**src/design/gbnp3d_pkg.sv**
```systemverilog
// Shared types and constants for the 3D grid-bucket nearest-point unit.
// No dependencies.
package gbnp3d_pkg;

    localparam int MAX_GRID_DEF   = 16;
    localparam int MAX_POINTS_DEF = 4096;
    localparam int COORD_BITS_DEF = 16;
    localparam int CFG_W          = 5;
    localparam int OP_W           = 2;
    localparam int IN_COORD_W     = 16;
    localparam int TAG_W          = 16;
    localparam int STAT_W         = 3;

    typedef enum logic [OP_W-1:0] {
        OP_CLEAR  = 2'd0,
        OP_INSERT = 2'd1,
        OP_QUERY  = 2'd2,
        OP_NOP    = 2'd3
    } t_op;

    typedef enum logic [STAT_W-1:0] {
        ST_CLEARED  = 3'd0,
        ST_INSERTED = 3'd1,
        ST_FULL     = 3'd2,
        ST_OWN      = 3'd3,
        ST_NBR      = 3'd4,
        ST_NONE     = 3'd5
    } t_status;

    typedef struct packed {
        logic    load;
        logic    clr_step;
        logic    idx_mul;
        logic    idx_clamp;
        logic    adr_kj;
        logic    adr_fin;
        logic    rd_head;
        logic    ins;
        logic    pt_first;
        logic    rd_pt;
        logic    dist_sq;
        logic    dist_acc;
        logic    ring_d1;
        logic    ring_bounds;
        logic    ring_step;
        logic    res_we;
        t_status res_code;
    } t_cmd;

    typedef struct packed {
        logic full;
        logic clr_last;
        logic head_nz;
        logic nxt_nz;
        logic centre;
        logic box_end;
        logic ring_more;
    } t_stat;

endpackage

```
**src/design/gbnp3d_ctrl.sv**
```systemverilog
// Sequencer for the grid-bucket unit: clear sweep, insert, chain walk, ring scan.
// Depends on gbnp3d_pkg.
module gbnp3d_ctrl import gbnp3d_pkg::*; (
    input  logic            i_clk,
    input  logic            i_rst_n,
    input  logic            i_start,
    input  logic [OP_W-1:0] i_opcode,
    input  t_stat           i_stat,
    output t_cmd            o_cmd,
    output logic            o_busy,
    output logic            o_valid
);

    typedef enum logic [15:0] {
        S_IDLE  = 16'h0001,
        S_CLR   = 16'h0002,
        S_IDX   = 16'h0004,
        S_CLAMP = 16'h0008,
        S_KJ    = 16'h0010,
        S_AD    = 16'h0020,
        S_RDH   = 16'h0040,
        S_HEAD  = 16'h0080,
        S_BND   = 16'h0100,
        S_CHK   = 16'h0200,
        S_STEP  = 16'h0400,
        S_RDP   = 16'h0800,
        S_SQ    = 16'h1000,
        S_ACC   = 16'h2000,
        S_OWN   = 16'h4000,
        S_DONE  = 16'h8000
    } t_state;

    t_state r_state, n_state;
    t_op    r_op, n_op;
    logic   r_ring, n_ring;
    logic   r_clr_op, n_clr_op;

    always_ff @(posedge i_clk) begin
        if (!i_rst_n) begin
            r_state  <= S_CLR;
            r_op     <= OP_NOP;
            r_ring   <= 1'b0;
            r_clr_op <= 1'b0;
        end else begin
            r_state  <= n_state;
            r_op     <= n_op;
            r_ring   <= n_ring;
            r_clr_op <= n_clr_op;
        end
    end

    always_comb begin
        n_state  = r_state;
        n_op     = r_op;
        n_ring   = r_ring;
        n_clr_op = r_clr_op;
        o_cmd    = '0;
        o_cmd.res_code = ST_NONE;
        case (r_state)
            S_IDLE: begin
                if (i_start) begin
                    o_cmd.load = 1'b1;
                    n_op       = t_op'(i_opcode);
                    n_ring     = 1'b0;
                    case (t_op'(i_opcode))
                        OP_CLEAR: begin
                            n_clr_op = 1'b1;
                            n_state  = S_CLR;
                        end
                        OP_INSERT: begin
                            if (i_stat.full) begin
                                o_cmd.res_we   = 1'b1;
                                o_cmd.res_code = ST_FULL;
                                n_state        = S_DONE;
                            end else begin
                                n_state = S_IDX;
                            end
                        end
                        OP_QUERY: n_state = S_IDX;
                        default: begin
                            o_cmd.res_we   = 1'b1;
                            o_cmd.res_code = ST_NONE;
                            n_state        = S_DONE;
                        end
                    endcase
                end
            end
            S_CLR: begin
                o_cmd.clr_step = 1'b1;
                if (i_stat.clr_last) begin
                    n_clr_op = 1'b0;
                    if (r_clr_op) begin
                        o_cmd.res_we   = 1'b1;
                        o_cmd.res_code = ST_CLEARED;
                        n_state        = S_DONE;
                    end else begin
                        n_state = S_IDLE;
                    end
                end
            end
            S_IDX: begin
                o_cmd.idx_mul = 1'b1;
                n_state       = S_CLAMP;
            end
            S_CLAMP: begin
                o_cmd.idx_clamp = 1'b1;
                n_state         = S_KJ;
            end
            S_KJ: begin
                o_cmd.adr_kj = 1'b1;
                n_state      = S_AD;
            end
            S_AD: begin
                o_cmd.adr_fin = 1'b1;
                n_state       = S_RDH;
            end
            S_RDH: begin
                o_cmd.rd_head = 1'b1;
                n_state       = S_HEAD;
            end
            S_HEAD: begin
                if (r_op == OP_INSERT) begin
                    o_cmd.ins      = 1'b1;
                    o_cmd.res_we   = 1'b1;
                    o_cmd.res_code = ST_INSERTED;
                    n_state        = S_DONE;
                end else if (i_stat.head_nz) begin
                    o_cmd.pt_first = 1'b1;
                    n_state        = S_RDP;
                end else if (r_ring) begin
                    n_state = S_STEP;
                end else begin
                    o_cmd.ring_d1 = 1'b1;
                    n_state       = S_BND;
                end
            end
            S_BND: begin
                o_cmd.ring_bounds = 1'b1;
                n_ring            = 1'b1;
                n_state           = S_CHK;
            end
            S_CHK: begin
                n_state = i_stat.centre ? S_STEP : S_KJ;
            end
            S_STEP: begin
                o_cmd.ring_step = 1'b1;
                if (!i_stat.box_end) begin
                    n_state = S_CHK;
                end else if (i_stat.ring_more) begin
                    n_state = S_BND;
                end else begin
                    o_cmd.res_we   = 1'b1;
                    o_cmd.res_code = ST_NONE;
                    n_state        = S_DONE;
                end
            end
            S_RDP: begin
                o_cmd.rd_pt = 1'b1;
                n_state     = S_SQ;
            end
            S_SQ: begin
                if (r_ring) begin
                    o_cmd.res_we   = 1'b1;
                    o_cmd.res_code = ST_NBR;
                    n_state        = S_DONE;
                end else begin
                    o_cmd.dist_sq = 1'b1;
                    n_state       = S_ACC;
                end
            end
            S_ACC: begin
                o_cmd.dist_acc = 1'b1;
                n_state        = i_stat.nxt_nz ? S_RDP : S_OWN;
            end
            S_OWN: begin
                o_cmd.res_we   = 1'b1;
                o_cmd.res_code = ST_OWN;
                n_state        = S_DONE;
            end
            S_DONE: n_state = S_IDLE;
            default: n_state = S_IDLE;
        endcase
    end

    assign o_busy  = (r_state != S_IDLE);
    assign o_valid = (r_state == S_DONE);

endmodule

```
**config.mk**
```make
export PLATFORM = sky130hd
export DESIGN_NAME = gbnp3d_ctrl
export DESIGN_NICKNAME = d
export VERILOG_FILES = /design/src/design/gbnp3d_pkg.sv /design/src/design/gbnp3d_ctrl.sv
export SDC_FILE = /design/constraint.sdc
export NUM_CORES = 1
export LEC_CHECK = 0
export BUFFER_PORTS_ARGS = -buffer_cell sky130_fd_sc_hd__buf_2
export CORE_UTILIZATION = 50
export CTS_CLUSTER_DIAMETER = 30
export DETAILED_ROUTE_END_ITERATION = 10
export GPL_TIMING_DRIVEN = 0
export PLACE_DENSITY = 0.82
export SLEW_MARGIN = 10
export SYNTH_ARGS = -nofsm -noshare
export SYNTH_HDL_FRONTEND = slang
export SYNTH_SLANG_ARGS = --single-unit
```
**constraint.sdc**
```tcl
create_clock -name i_clk -period 2.43 [get_ports i_clk]
set_clock_uncertainty 0.2 [all_clocks]
set_input_delay 0.243 -clock i_clk [delete_from_list [all_inputs] [get_ports i_clk]]
set_output_delay 0.243 -clock i_clk [all_outputs]
set_load 0.05 [all_outputs]
```
==> flow_summary.yaml <==
worst_setup_path:
  crit_required_ps: 1990
  worstSetupEndpointType: "output port"
  crit_chain: "nor4_4, buf_6, buf_4, nand2_1, o22ai_2, a31oi_1, a31oi_1, o221ai_2, buf_6"
  reg2reg_from: "r_state[10]$_SDFFE_PN0P_"
  critical_path_class: "reg2out"
  cp_slowest_cell: "dfxtp_4"
  critPathMaxStageDelay_ps: 410
  worst-path-max-fanout: 7
  cpLargestDelayFamily: "compound AO/OA/AOI/OAI gates"
  cp-start-kind: "flop"
  critPathBufInv: 3
  crit_arrival_ps: 2250
  startpoint: "r_state[5]$_SDFFE_PN0P_"
place:
  gp_congestion: 0.809
  dpl.hpwl_um: 2690
  port_buffers: 32
power_and_ir_drop:
  power_mw: 0.779
  power.leakage_nw: 0.940
  p_per_area_nw_per_um2: 345
  ir_drop_uv: 469
die:
  die_x_um: 55.2
  io_pins: 33
  die_area_um2: 3040
  fp-row-count: 18
  start_util: 0.551
  fp.coreArea_um2: 2570
  die-height_um: 55.2
final_layout:
  syn2layout_area_growth_pct: 59.8
  drive_above_1_share: 0.554
  antenna_cells: 0
  num-fill-cells: 114
  nets: 247
  final_cell_mix: "buf_4 (31), buf_6 (15), nand2_1 (15), nor2_1 (15), buf_2 (14)"
  final_common_cell: "buf_4"
  utilization: 0.880
synthesis:
  syn_avg_cell_area_um2: 8.37
  synth_edf_count: 0
  synth_nets: 181
  async_flop_share: 0
  syn_inst: 169
  seq_area_frac_synth: 0.283
  synth-seq-cells: 20
  synth_cell_types: 58
  synth_ff_type: "dfxtp_1"
  netlist_area_um2: 1410
  yosys_warnings: 0
routing:
  wl_per_cell_um: 23.2
  routed_wl_um: 6100
  drtPass1Iterations: 5
  avgViaCountPerCell: 6.99
  ant_nets: 0
  drt_iter0_drc: 132
  vias: 1838
  route.detailed.drc: 0
sta:
  timing.fmax_ghz: 0.371
  period_minus_slack_ps: 2700
  finalHoldViolCount: 0
  fin_crit_sh: 1.11
  finalSetupViolCount: 10
  timing.slew.headroom: 0.607
  finalMaxSlewViolations: 0
  fin_setup_tns_ps: -1270
  tightest_slew_ps: 584
  fin_ws_ps: -267
  rsz0062_at_grt: "yes"
global_route:
  grt_first_pass_wirelength_um: 7450
  antenna_found_initial: 0
  grt_pass1_vias: 1596
  grt.total_usage: 0.357
  grt_max_degree: 11
  grt-ovfl-total: 0
clock_network:
  clock-root-buffer: "clkbuf_4"
  clk_path_buf_depth: 2
  numCtsBuffers: 3
  cts_sinks: 20
  tritoncts: "done"
  clk_latency_ps: 300
  cts.reportedPaths.clkPinSlew_ps: 120
  htreeDepth: 1
min_path:
  holdCritStartpoint: "i_stat[3]"
  hold_path_class: "in2reg"
run:
  max_cap_viol_count: 0
status:
  outcome: "finished, violations left"
  violations: "setup timing"
[power by group]
part,total (mW),internal [mW],switching (mW)
logic,0.274,0.111,0.163
registers,0.340,0.330,0.0104
clock network,0.165,0.0579,0.107
total,0.779,0.498,0.281
[final timing paths]
path | cells past startpoint | slack, ps | end
worst max-delay path | 9 | -270 | o_cmd[0]
worst min-delay path | 2 | 20 | r_state[14]$_SDFFE_PN0P_
worst max register to register | 9 | 200 | r_state[8]$_SDFFE_PN0P_
worst min register to register | 1 | 350 | r_clr_op$_SDFFE_PN0P_
[cell usage after synthesis, types with 3 or more instances]
master | count | share of area
a21oi_1 | 4 | 0.014
a31oi_1 | 3 | 0.013
and2_1 | 7 | 0.031
buf_2 | 4 | 0.014
clkbuf_1 | 3 | 0.0080
dfxtp_1 | 20 | 0.28
inv_1 | 4 | 0.011
nand2_1 | 17 | 0.045
nand2b_1 | 3 | 0.013
nand3_1 | 4 | 0.014
nand3b_1 | 3 | 0.016
nand4_1 | 4 | 0.018
nor2_1 | 16 | 0.042
nor2b_1 | 4 | 0.018
nor3_1 | 7 | 0.025
nor3b_2 | 3 | 0.027
nor4_1 | 3 | 0.013
nor4_4 | 3 | 0.045
nor4b_1 | 3 | 0.019
o21ai_0 | 6 | 0.021
xor2_1 | 3 | 0.019
[cell families after synthesis]
kind of cell              share of synthesized area
DFF                                           0.283
and+or+nand+nor                               0.469
buffers and inverters                        0.0540
muxes                                        0.0150
AOI/OAI and AO/OA                             0.154
xor gates and xnor gates                     0.0248
[per-stage QoR]
stage                     instances  hold WS (ps)  setup slack (ps)  area [µm²]
after floorplan                 169           165             -27.1        1480
after global placement          231           287              -177        1670
after detailed placement        231           313              -236        1670
after CTS                       257         0.488             -99.7        2090
after global routing            263          22.9              -368        2260
final                           263          16.5              -267        2260
[sequential cells by signal (all words and copies together), names as in the netlist]
name / cells
r_clr_op: 1
r_op: 2
r_ring: 1
r_state: 16
[layout make-up]
cell class,instances,area (µm²),share of cell area
plain buffers,7,67.6,0.0299
multi-input cells,135,1160,0.514
well taps,30,37.5,0.0166
repair buffers,64,517,0.229
clock buffers,3,22.5,0.00997
inverters,4,15.0,0.00664
flip-flops and latches,20,438,0.194
[metal layers]
| layer | up-vias | track usage | share of wire |
|---|---|---|---|
| li1 | 754 | - | - |
| met1 | 854 | 0.414 | 0.36 |
| met2 | 178 | 0.586 | 0.48 |
| met3 | 52 | 0.0820 | 0.097 |
| met4 | 0 | 0.225 | 0.059 |
| met5 | - | 0 | 0 |
[repair_timing]
item	4_1_cts	5_1_grt
gates resized for setup	61	42
endpoints found under the setup margin	20	19
hold buffers	0	0
buffers inserted	26	6
pin swaps	12	9
hold endpoints to repair	0	0
No activity file was read; power rests on OpenSTA's default activity.
